File: src/rtl/relay_feedback_pid_autotuner_core_defines.svh
// assertion macros of the autotuner rtl
`ifndef RELAY_FEEDBACK_PID_AUTOTUNER_CORE_DEFINES_SVH
`define RELAY_FEEDBACK_PID_AUTOTUNER_CORE_DEFINES_SVH

// same-cycle implication, checked outside reset
`define RFPA_ASSERT_IMP(lbl, ante, cons, msg) \
   lbl: assert property (@(posedge clock) disable iff (reset) (ante) |-> (cons)) \
      else $error(msg);

// next-cycle implication, checked outside reset
`define RFPA_ASSERT_NXT(lbl, ante, cons, msg) \
   lbl: assert property (@(posedge clock) disable iff (reset) (ante) |=> (cons)) \
      else $error(msg);

`endif

File: src/rtl/rfpa_pkg.sv
// shared types, codes and constants of the relay feedback autotuner
package rfpa_pkg;

   localparam int SAMPLE_W    = 16;
   localparam int HIST_DEPTH  = 10;
   localparam int GAIN_W      = 31;
   localparam int NUM_W       = 50;
   localparam int DEN_W       = 51;
   localparam int PA_W        = 35;
   localparam int PROD_W      = 31;
   localparam int DIV_STEPS   = 33;
   localparam int CNT_W       = 6;

   localparam logic [2:0] PH_INIT     = 3'd0;
   localparam logic [2:0] PH_PREHEAT  = 3'd1;
   localparam logic [2:0] PH_COAST    = 3'd2;
   localparam logic [2:0] PH_PRESHAKE = 3'd3;
   localparam logic [2:0] PH_OSC      = 3'd4;
   localparam logic [2:0] PH_ANALYSE  = 3'd5;
   localparam logic [2:0] PH_DONE     = 3'd6;

   localparam logic [1:0] EDGE_NONE  = 2'd0;
   localparam logic [1:0] EDGE_LOW   = 2'd1;
   localparam logic [1:0] EDGE_HIGH  = 2'd2;

   localparam logic [1:0] G_P = 2'd0;
   localparam logic [1:0] G_I = 2'd1;
   localparam logic [1:0] G_D = 2'd2;

   localparam logic [7:0] REG_RELAY  = 8'd0;
   localparam logic [7:0] REG_RATE   = 8'd1;
   localparam logic [7:0] REG_VECTOR = 8'd2;
   localparam logic [7:0] REG_MARGIN = 8'd3;

   localparam logic [14:0] RELAY_RESET = 15'd5000;
   localparam logic [15:0] RATE_RESET  = 16'd200;

   localparam logic [18:0] PI_NUM = 19'd314159;
   localparam logic [18:0] K_P    = 19'd240000;
   localparam logic [18:0] K_I    = 19'd480000;
   localparam logic [18:0] K_D    = 19'd30000;

   localparam logic [GAIN_W-1:0] GAIN_MAX = {GAIN_W{1'b1}};

   typedef struct packed {
      logic       take;
      logic       work;
      logic       mul;
      logic       load;
      logic       check;
      logic       iter;
      logic       store;
      logic       emit;
      logic [1:0] gsel;
   } cmd_type;

   typedef struct packed {
      logic analyse_go;
      logic rsp_free;
   } status_type;

endpackage

File: src/rtl/rfpa_ctrl.sv
// controller state machine of the autotuner
`include "relay_feedback_pid_autotuner_core_defines.svh"

module rfpa_ctrl (
   input  logic                 clock,
   input  logic                 reset,
   input  logic                 req_valid,
   output logic                 req_ready,
   input  rfpa_pkg::status_type status,
   output rfpa_pkg::cmd_type    cmd
);
   import rfpa_pkg::*;

   localparam logic [2:0] S_IDLE  = 3'd0;
   localparam logic [2:0] S_WORK  = 3'd1;
   localparam logic [2:0] S_MUL   = 3'd2;
   localparam logic [2:0] S_LOAD  = 3'd3;
   localparam logic [2:0] S_CHECK = 3'd4;
   localparam logic [2:0] S_ITER  = 3'd5;
   localparam logic [2:0] S_STORE = 3'd6;
   localparam logic [2:0] S_EMIT  = 3'd7;

   logic [2:0]       state_ff, state_in;
   logic [CNT_W-1:0] cnt_ff, cnt_in;
   logic [1:0]       gsel_ff, gsel_in;

   always_comb begin
      state_in = state_ff;
      cnt_in   = cnt_ff;
      gsel_in  = gsel_ff;
      case (state_ff)
         S_IDLE: begin
            if (req_valid) state_in = S_WORK;
         end
         S_WORK: begin
            state_in = status.analyse_go ? S_MUL : S_EMIT;
         end
         S_MUL: begin
            state_in = S_LOAD;
            gsel_in  = G_P;
         end
         S_LOAD:  state_in = S_CHECK;
         S_CHECK: begin
            state_in = S_ITER;
            cnt_in   = '0;
         end
         S_ITER: begin
            if (cnt_ff == CNT_W'(DIV_STEPS - 1)) state_in = S_STORE;
            else cnt_in = cnt_ff + CNT_W'(1);
         end
         S_STORE: begin
            if (gsel_ff == G_D) begin
               state_in = S_EMIT;
            end else begin
               gsel_in  = gsel_ff + 2'd1;
               state_in = S_LOAD;
            end
         end
         S_EMIT: begin
            if (status.rsp_free) state_in = S_IDLE;
         end
         default: state_in = S_IDLE;
      endcase
   end

   always_ff @(posedge clock) begin
      if (reset) begin
         state_ff <= S_IDLE;
         cnt_ff   <= '0;
         gsel_ff  <= G_P;
      end else begin
         state_ff <= state_in;
         cnt_ff   <= cnt_in;
         gsel_ff  <= gsel_in;
      end
   end

   assign req_ready = (state_ff == S_IDLE);

   always_comb begin
      cmd.take  = (state_ff == S_IDLE) && req_valid;
      cmd.work  = (state_ff == S_WORK);
      cmd.mul   = (state_ff == S_MUL);
      cmd.load  = (state_ff == S_LOAD);
      cmd.check = (state_ff == S_CHECK);
      cmd.iter  = (state_ff == S_ITER);
      cmd.store = (state_ff == S_STORE);
      cmd.emit  = (state_ff == S_EMIT) && status.rsp_free;
      cmd.gsel  = gsel_ff;
   end

   `RFPA_ASSERT_NXT(a_take_work, cmd.take, state_ff == S_WORK, "accepted request not worked")
   `RFPA_ASSERT_IMP(a_emit_free, cmd.emit, status.rsp_free, "result emitted over a pending one")
   `RFPA_ASSERT_IMP(a_cnt_range, state_ff == S_ITER, cnt_ff < CNT_W'(DIV_STEPS), "step count overrun")
   `RFPA_ASSERT_IMP(a_gsel_range, state_ff == S_LOAD, gsel_ff != 2'd3, "bad gain select")

endmodule

File: config.mk
export PLATFORM = sky130hd
export DESIGN_NAME = rfpa_ctrl
export DESIGN_NICKNAME = d
export VERILOG_FILES = /design/src/rtl/rfpa_pkg.sv /design/src/rtl/rfpa_ctrl.sv
export VERILOG_INCLUDE_DIRS = /design/src /design/src/rtl
export SDC_FILE = /design/constraint.sdc
export NUM_CORES = 1
export LEC_CHECK = 0
export BUFFER_PORTS_ARGS = -buffer_cell sky130_fd_sc_hd__buf_2
export CORE_MARGIN = 10
export CORE_UTILIZATION = 46
export CTS_BUF_LIST = sky130_fd_sc_hd__clkbuf_16
export CTS_CLUSTER_SIZE = 20
export DETAILED_ROUTE_END_ITERATION = 8
export GPL_ROUTABILITY_DRIVEN = 1
export PLACE_DENSITY = 0.72
export REMOVE_ABC_BUFFERS = 1
export SYNTH_ARGS = -nofsm -noshare
export SYNTH_HDL_FRONTEND = slang
export SYNTH_SLANG_ARGS = --single-unit
export TNS_END_PERCENT = 10
File: constraint.sdc
create_clock -name clock -period 1.39 [get_ports clock]
set_input_delay 0.278 -clock clock [delete_from_list [all_inputs] [get_ports clock]]
set_output_delay 0.278 -clock clock [all_outputs]
set_load 0.01 [all_outputs]
==> results of run 1 <==
==> synthesized netlist by cell type <==
cell type and count:
a2111oi_0 1, a211o_1 1, a21oi_1 6, a31oi_1 5, a41oi_1 1, and2_1 3, clkbuf_1 5, dfxtp_1 11
ha_1 3, inv_1 13, nand2_1 8, nand2b_1 2, nand3_1 3, nand3b_1 3, nor2_1 4, nor2b_1 1
nor3_1 3, nor4bb_1 1, o211ai_1 2, o21ai_0 5, o32ai_1 4, o41ai_1 1, or3_1 5, or3_4 1
or4_1 2
==> state kept, by name (all words and copies together) (netlist names) <==
signal and count:
state_ff 3, cnt_ff 6, gsel_ff 2
==> routing by layer <==
layer | wire, um | track usage [%] | vias to the layer above
met3 | 115 | 4.29 | 2
li1 | - | - | 397
met2 | 957 | 19.4 | 14
met4 | 12 | 3.93 | 0
met1 | 839 | 11.6 | 351
met5 | 0 | 0 | -
==> placed cells by master, fill, tap and decap left out, drive strengths merged, types with 2 or more instances in the layout <==
cell type   n
a21oi       6
a31oi       5
and2        3
buf        30
clkbuf      3
dfxtp      11
ha          3
inv        14
nand2       8
nand2b      2
nand3       3
nand3b      3
nor2        4
nor3        3
o211ai      2
o21ai       5
o32ai       4
or3         6
or4         2
==> repair_timing <==
item                       CTS  global route
hold buffers                 0             0
resized for setup            8             3
buffers inserted             3             0
pin swaps                    2             3
setup endpoints to repair    4             6
==> how the worst min path moves through the flow <==
stage                           from     endpoint  slack [ns]  cells past startpoint
final                      status[1]  state_ff[0]        0.34                      3
after global routing       status[1]  state_ff[0]        0.35                      3
after CTS                  status[1]  state_ff[0]        0.34                      3
after detailed placement  gsel_ff[1]   gsel_ff[1]        0.49                      2
after global placement    gsel_ff[1]   gsel_ff[1]        0.49                      2
after floorplan                reset   gsel_ff[0]        0.35                      1
==> area by class of cell <==
type / count / area (um^2)
clock buffers: 3 / 75.1
clock inverters: 1 / 3.75
fillers: 126 / 473
inverters: 13 / 48.8
multi-input cells: 65 / 428
flip-flops and latches: 11 / 228
well taps: 16 / 20.0
repair buffers: 30 / 195
==> critical path, cell delays in order, from the launching register on <==
cell and delay [ns]:
dfxtp_4 0.33, buf_6 0.12, nor3_4 0.18, and2_1 0.14, buf_2 0.12
==> metrics by stage <==
step                setup WS, ns  hold WS [ns]  utilization (%)  TNS [ns]  power, W
global placement          0.0751         0.489             58.8         0  0.000595
detailed placement        0.0539         0.491             58.8         0  0.000598
floorplan                 0.0192         0.347                -         0  0.000477
global route             -0.0669         0.349             67.9    -0.140   0.00122
finish                   -0.0233         0.338             67.9   -0.0233   0.00115
CTS                      -0.0119         0.336             67.4   -0.0119   0.00116
==> logic make-up after synthesis <==
group           Yosys count
fa+ha+maj                 3
compound gates           26
simple gates             36
buf+inv                  18
flops                    11
==> power groups by stage <==
stage                     registers, W  logic (W)  clock network [W]
after floorplan               0.000375   0.000102                  0
after global placement        0.000357   0.000239                  0
after detailed placement      0.000358   0.000240                  0
after CTS                     0.000353   0.000287           0.000522
after global routing          0.000355   0.000321           0.000542
final                         0.000354   0.000294           0.000507
==> impl_metrics.ini, run 1 <==
[power_and_ir_drop]
intPower_w = 0.000855
p_per_area_mw_per_mm2 = 1160
clkPwrFrac_pct = 43.9
p_sw_share_pct = 26.0
p_switching_w = 0.000300
power_frac_comb_pct = 25.4
p_seq_share_pct = 30.6
total_leakage_power_nw = 0.432
vdd_ir_drop_max_mv = 0.531

[clock_network]
max-clock-path-buffers = 2
clock_sinks = 11
tritoncts = done
cts_max_level = 1
clockRootBuffer = clkbuf_16
path_clk_slew_ns = 0.04
clk_latency_ns = 0.23
cts_buffers = 3

[global_route]
grt_util_all_layers_pct = 11.0
grt_pass1_vias = 723
grt_max_degree = 13
antenna_found_initial = 0
grt_overflow = 0
grt_first_pass_wirelength_um = 3080

[placement]
placed_cell_area_um2 = 866
dp_hpwl_um = 1410
port_buffers = 15
place_congestion = 0.942
dpl.cell_count = 132

[run]
maxCapViolCount = 0

[yosys]
synth_fa_ha_area_share_pct = 5.37
synthSimpleGateAreaFrac_pct = 29.0
syn_avg_cell_area_um2 = 7.44
yosysTopAreaCell = dfxtp_1
synth.distinct_cells = 25
synthTopCellsByArea = dfxtp_1 31%, inv_1 7.0%, ha_1 5.4%
synth_top_family_by_area = simple AND/OR/NAND/NOR gates
syn_area_um2 = 699
yosys_warnings = 0
synthDominantCellAreaShare_pct = 31.5
synthCells = 94
muxShareOfSynthArea_pct = 0
synth-xor-area-share_pct = 0
yosysSeqAreaShare_pct = 31.5
ys_seq_elements = 11
synth_compound_area_share_pct = 24.5

[worst_hold_path]
min_path_type = in -> reg

[sta]
period_needed_ns = 1.41
max_freq_mhz = 708
hold_violations = 0
rsz0062_at_grt = yes
relSlewSlack_pct = 75.2
period_share_pct = 102
setup_violations = 1
finClkSkew_ns = 0.00340
final_max_slew_viol_count = 0
layout_setup_ws_ns = -0.0233
worst_pin_slew_ns = 0.368

[layout]
syn_to_final_growth_pct = 42.8
nNetsFinal = 132
design_area_um2 = 998
final_cell_count_no_fill = 139
layout-drive-gt1-share_pct = 32.5
n_antenna_cell = 0

[worst_setup_path]
endpoint = cmd[9]
reg2regPathDepth = 5
rr_startpoint = cnt_ff[0]
cp.required_ns = 1.11
r2r-end = cnt_ff[0]
critPathKind = reg -> out
crit_path_end_kind = primary output
arrival_ns = 1.14
startpoint = state_ff[0]
crit_path_start_kind = flop
path_max_fanout = 5
r2r_slack_ns = 0.03

[detailed_routing]
wl_per_cell_um = 13.8
drt_wl_total_um = 1930
drtAntennaViolNets = 0
post-route-drc-count = 0
drt-pass1-iter-count = 4
drtIter0Drc = 17
route.vias.total = 764
vias_per_cell = 5.50

[die]
row_count = 14
dieWidth_um = 59.0
die_area_mm2 = 0.00348
die_y_um = 59.0
start_util_pct = 47.5
num_io_pins = 16
coreArea_mm2 = 0.00147

[run_status]
violations = negative setup slack
status = finished with violations
(Power assumes the default switching activity.)
==> inputs of run 2 (changes only) <==
CORE_UTILIZATION = 50   (was 46)
PLACE_DENSITY = 0.75   (was 0.72)
clock period = 1.6 ns   (was 1.39 ns; I/O delays follow)
==> impl_metrics.ini, run 2 (synthesis gave the netlist of run 1 again) <==
[clock_network]
path_clk_slew_ns = 0.04
clockRootBuffer = clkbuf_16
cts_max_level = 1
cts_buffers = 3
clk_latency_ns = 0.24
clock_sinks = 11
tritoncts = done
max-clock-path-buffers = 2

[sta]
hold_violations = 0
fin_setup_tns_ns = 0
period_needed_ns = 1.53
worst_pin_slew_ns = 0.389
holdWs_ns = 0.386
final_max_slew_viol_count = 0
setup_violations = 0
finClkSkew_ns = 0.00362
max_freq_mhz = 652
period_share_pct = 95.8
relSlewSlack_pct = 73.8
layout_setup_ws_ns = 0.0665

[die]
dieWidth_um = 57.4
num_io_pins = 16
row_count = 13
die_area_mm2 = 0.00329
start_util_pct = 53.1
coreArea_mm2 = 0.00132
die_y_um = 57.4

[layout]
final_cell_count_no_fill = 127
layout-drive-gt1-share_pct = 24.1
syn_to_final_growth_pct = 27.5
final_cell_mix = 15 x buf_2, 14 x inv_1, 8 x nand2_1, 8 x dfxtp_1, 6 x a21oi_1
final_common_cell = buf_2
largestRegisters = cnt_ff (6), state_ff (3), gsel_ff (2)
fillers = 118
largest_register_ffs = 6
top_register = cnt_ff
n_antenna_cell = 0
nNetsFinal = 121

[worst_hold_path]
hold_path_end = state_ff[0]
min_path_type = in -> reg
min_path_cells = 3
hold_path.startpoint = status[1]

[global_route]
antenna_found_initial = 0
grt_max_degree = 14
grt_pass1_vias = 681
grt_first_pass_wirelength_um = 2890
grt_util_all_layers_pct = 10.6
grt_overflow = 0

[worst_setup_path]
cp.required_ns = 1.28
r2r_slack_ns = 0.13
max_stage_delay_ns = 0.36
arrival_ns = 1.21
cp_slowest_cell = dfxtp_2
crit_path_start_kind = flop
rr_startpoint = cnt_ff[0]
path_max_fanout = 9
reg2regPathDepth = 5
r2r-end = cnt_ff[0]
crit_chain = buf_4 -> nor3_2 -> and2_1 -> buf_2
critPathKind = reg -> out
crit_path_end_kind = primary output

[detailed_routing]
vias_per_cell = 5.71
drt-pass1-iter-count = 4
wl_per_cell_um = 13.4
post-route-drc-count = 0
drtIter0Drc = 5
drt_wl_total_um = 1700
drtAntennaViolNets = 0
route.vias.total = 725

[placement]
place_congestion = 0.852
dpl_worst_slack_ns = 0.163
dp_hpwl_um = 1290
dpl.cell_count = 123
port_buffers = 15

[power_and_ir_drop]
power.total_w = 0.000946
vdd_ir_drop_max_mv = 0.627
total_leakage_power_nw = 0.370
p_per_area_mw_per_mm2 = 1060

[run]
maxCapViolCount = 0

[run_status]
status = complete, no violations
==> run 2: changes by cell type in the layout (fill, tap and decap cells not counted) <==
cell	delta
buf_4	-9
nor3_4	-1
dfxtp_4	-1
or4_4	-1
buf_6	-2
or4_1	+1
a2111oi_1	-1
dfxtp_1	+1
a2111oi_0	+1
nor3_2	+1
==> run 2: cell type report <==
cell class	instances	area, um^2	share of cell area, %
Clock buffer	3	75.1	8.42
Clock inverter	1	3.75	0.421
Inverter	13	48.8	5.47
Multi-Input combinational cell	65	417	46.7
Sequential cell	11	224	25.1
Tap cell	15	18.8	2.10
Timing Repair Buffer	19	105	11.8
==> run 2: stage by stage <==
stage,util (%),cell area (um^2)
4_1_cts,67.2,886
5_1_grt,67.7,892
3_5_place_dp,61.1,805
3_3_place_gp,61.1,805
6_report,67.7,892
2_1_floorplan,-,681
==> run 2: repair_timing <==
item	in CTS	in global routing
resized for setup	2	2
buffers inserted	0	0
pin swaps	0	0
hold buffers	0	0
endpoints found under the setup margin	1	2
==> run 2: worst max-delay path by stage <==
stage | start | endpoint | slack [ns] | depth (start not counted)
after floorplan | state_ff[0] | cnt_ff[0] | 0.23 | 3
after global placement | cnt_ff[0] | cnt_ff[0] | 0.22 | 5
after detailed placement | cnt_ff[0] | cnt_ff[0] | 0.16 | 5
after CTS | state_ff[1] | cmd[5] | 0.03 | 3
after global routing | state_ff[2] | cmd[9] | -0.005 | 4
final | state_ff[2] | cmd[9] | 0.07 | 4
==> run 2: worst max-delay path: cells and delay by family (launching register included) <==
| family | cells | cell delay, ns |
|---|---|---|
| buffers and inverters | 2 | 0.29 |
| AND/OR/NAND/NOR | 2 | 0.33 |
| flip-flops | 1 | 0.36 |
==> run 2: metal layers <==
metal | global-route usage [%] | vias to the layer above | share of wire, %
met1 | 11.5 | 327 | 46
met3 | 3.98 | 5 | 6.0
met4 | 6.38 | 0 | 2.0
met5 | 0 | - | 0
li1 | - | 376 | -
met2 | 17.2 | 17 | 46
==> run 2: report_power, final <==
part / internal (W) / switching, W
Sequential: 0.000292 / 0.0000339
Clock: 0.000328 / 0.000122
Combinational: 0.0000774 / 0.0000931
==> inputs of run 3 (changes only) <==
--- a/config.mk
+++ b/config.mk
@@ -10,3 +10,3 @@
 export CORE_MARGIN = 10
-export CORE_UTILIZATION = 50
+export CORE_UTILIZATION = 45
 export CTS_BUF_LIST = sky130_fd_sc_hd__clkbuf_16
@@ -15,3 +15,3 @@
 export GPL_ROUTABILITY_DRIVEN = 1
-export PLACE_DENSITY = 0.75
+export PLACE_DENSITY_LB_ADDON = 0.05
 export REMOVE_ABC_BUFFERS = 1
==> constraint.sdc (replaced) <==
create_clock -name clock -period 1.6 [get_ports clock]
set_input_delay 0.16 -clock clock [delete_from_list [all_inputs] [get_ports clock]]
set_output_delay 0.16 -clock clock [all_outputs]
set_load 0.01 [all_outputs]
==> impl_metrics.ini, run 3 (synthesis gave the netlist of run 1 again) <==
[detailed_routing]
drtAntennaViolNets = 0
route.vias.total = 726
drtIter0Drc = 8
drt_wl_total_um = 1780
vias_per_cell = 5.58
post-route-drc-count = 0
wl_per_cell_um = 13.7
drt-pass1-iter-count = 4

[sta]
holdWs_ns = 0.213
fin_setup_tns_ns = 0
rsz0062_at_grt = no
worst_pin_slew_ns = 0.394
layout_setup_ws_ns = 0.153
period_needed_ns = 1.45
final_max_slew_viol_count = 0
max_freq_mhz = 691
relSlewSlack_pct = 73.4
period_share_pct = 90.4
finClkSkew_ns = 0.00166
hold_violations = 0
setup_violations = 0

[layout]
top_register = cnt_ff
final_common_cell = buf_2
finalCoreUtilization_pct = 60.4
largest_register_ffs = 6
design_area_um2 = 900
final_cell_mix = 15 x buf_2, 14 x inv_1, 11 x dfxtp_1, 8 x nand2_1
syn_to_final_growth_pct = 28.6
n_antenna_cell = 0
largestRegisters = cnt_ff (6), state_ff (3), gsel_ff (2)
fillers = 144
layout-drive-gt1-share_pct = 21.9
nNetsFinal = 123

[placement]
port_buffers = 15
dpl_worst_slack_ns = 0.163
dp_hpwl_um = 1380
place_congestion = 0.883
placed_cell_area_um2 = 821

[clock_network]
path_clk_slew_ns = 0.04
max-clock-path-buffers = 2
cts_hold_buf = 0
cts_max_level = 1
cts_setup_buffers = 0
tritoncts = done
clk_latency_ns = 0.24
clock_sinks = 11
clockRootBuffer = clkbuf_16
cts_buffers = 3
cts_resized = 0

[die]
num_io_pins = 16
row_count = 14
die_y_um = 59.4
dieWidth_um = 59.4
die_area_mm2 = 0.00353
start_util_pct = 47.0
coreArea_mm2 = 0.00149

[power_and_ir_drop]
vdd_ir_drop_max_mv = 0.715
total_leakage_power_nw = 0.378
p_per_area_mw_per_mm2 = 1060

[worst_setup_path]
critPathKind = reg -> reg
arrival_ns = 1.61
r2r-end = cnt_ff[0]
r2r_slack_ns = 0.15
crit_path_end_kind = flop
path_max_fanout = 5
rr_startpoint = cnt_ff[0]
cp.required_ns = 1.76
crit_path_start_kind = flop
reg2regPathDepth = 5

[global_route]
grt_util_all_layers_pct = 11.0
gr-usage-met1_pct = 12.6
grt_max_degree = 14
antenna_found_initial = 0
grt_overflow = 0
use_met2_pct = 17.2
grt_pass1_vias = 700
grt_first_pass_wirelength_um = 3080
use_met3_pct = 6.01
busiest_layer = met2

[worst_hold_path]
hold_path.startpoint = status[1]
min_path_type = in -> reg
hold_path_end = state_ff[0]
min_path_cells = 3

[run_status]
status = complete, no violations

[run]
maxCapViolCount = 0
## run 3: cell types whose count changed in the layout (fill, tap and decap cells not counted)
cell	previous run	this run
buf_4	4	6
dfxtp_1	8	11
nor3_1	2	3
nor3_2	1	0
dfxtp_2	3	0
## run 3: layout make-up
type	instances	area, um^2	share of cell area (%)
Inverter	13	48.8	5.42
Tap cell	16	20.0	2.23
Clock buffer	3	75.1	8.34
Multi-Input combinational cell	65	412	45.8
Clock inverter	1	3.75	0.417
Sequential cell	11	220	24.5
Timing Repair Buffer	21	120	13.4
## run 3: worst max-delay path, stage by stage (launching register included)
cell and delay (ns):
dfxtp_1 0.34, inv_1 0.09, ha_1 0.21, nand2_1 0.09
or4_1 0.47, a31oi_1 0.17
## run 3: worst max path at each step
stage,endpoint,depth (start not counted),startpoint
CTS,cnt_ff[0],5,cnt_ff[0]
global route,cnt_ff[0],5,cnt_ff[0]
detailed placement,cnt_ff[0],5,cnt_ff[0]
floorplan,cnt_ff[0],3,state_ff[0]
global placement,cnt_ff[0],5,cnt_ff[0]
finish,cnt_ff[0],5,cnt_ff[0]
## run 3: per-stage QoR
stage          cells  power (W)
2_1_floorplan     89   0.000415
3_3_place_gp     126   0.000501
3_5_place_dp     126   0.000502
4_1_cts          130   0.000966
5_1_grt          130    0.00100
6_report         130   0.000957
## run 3: power breakdown
part / switching [W] / internal [W]
clock: 0.000132 / 0.000329
combinational: 0.000111 / 0.0000820
sequential: 0.0000150 / 0.000289
## run 3: per-layer routing
| layer | part of all wire, % | up-vias | wire [um] |
|---|---|---|---|
| met4 | 0 | 0 | 0 |
| li1 | - | 377 | - |
| met1 | 46 | 335 | 812 |
| met3 | 8.7 | 0 | 155 |
| met5 | 0 | - | 0 |
| met2 | 46 | 14 | 809 |
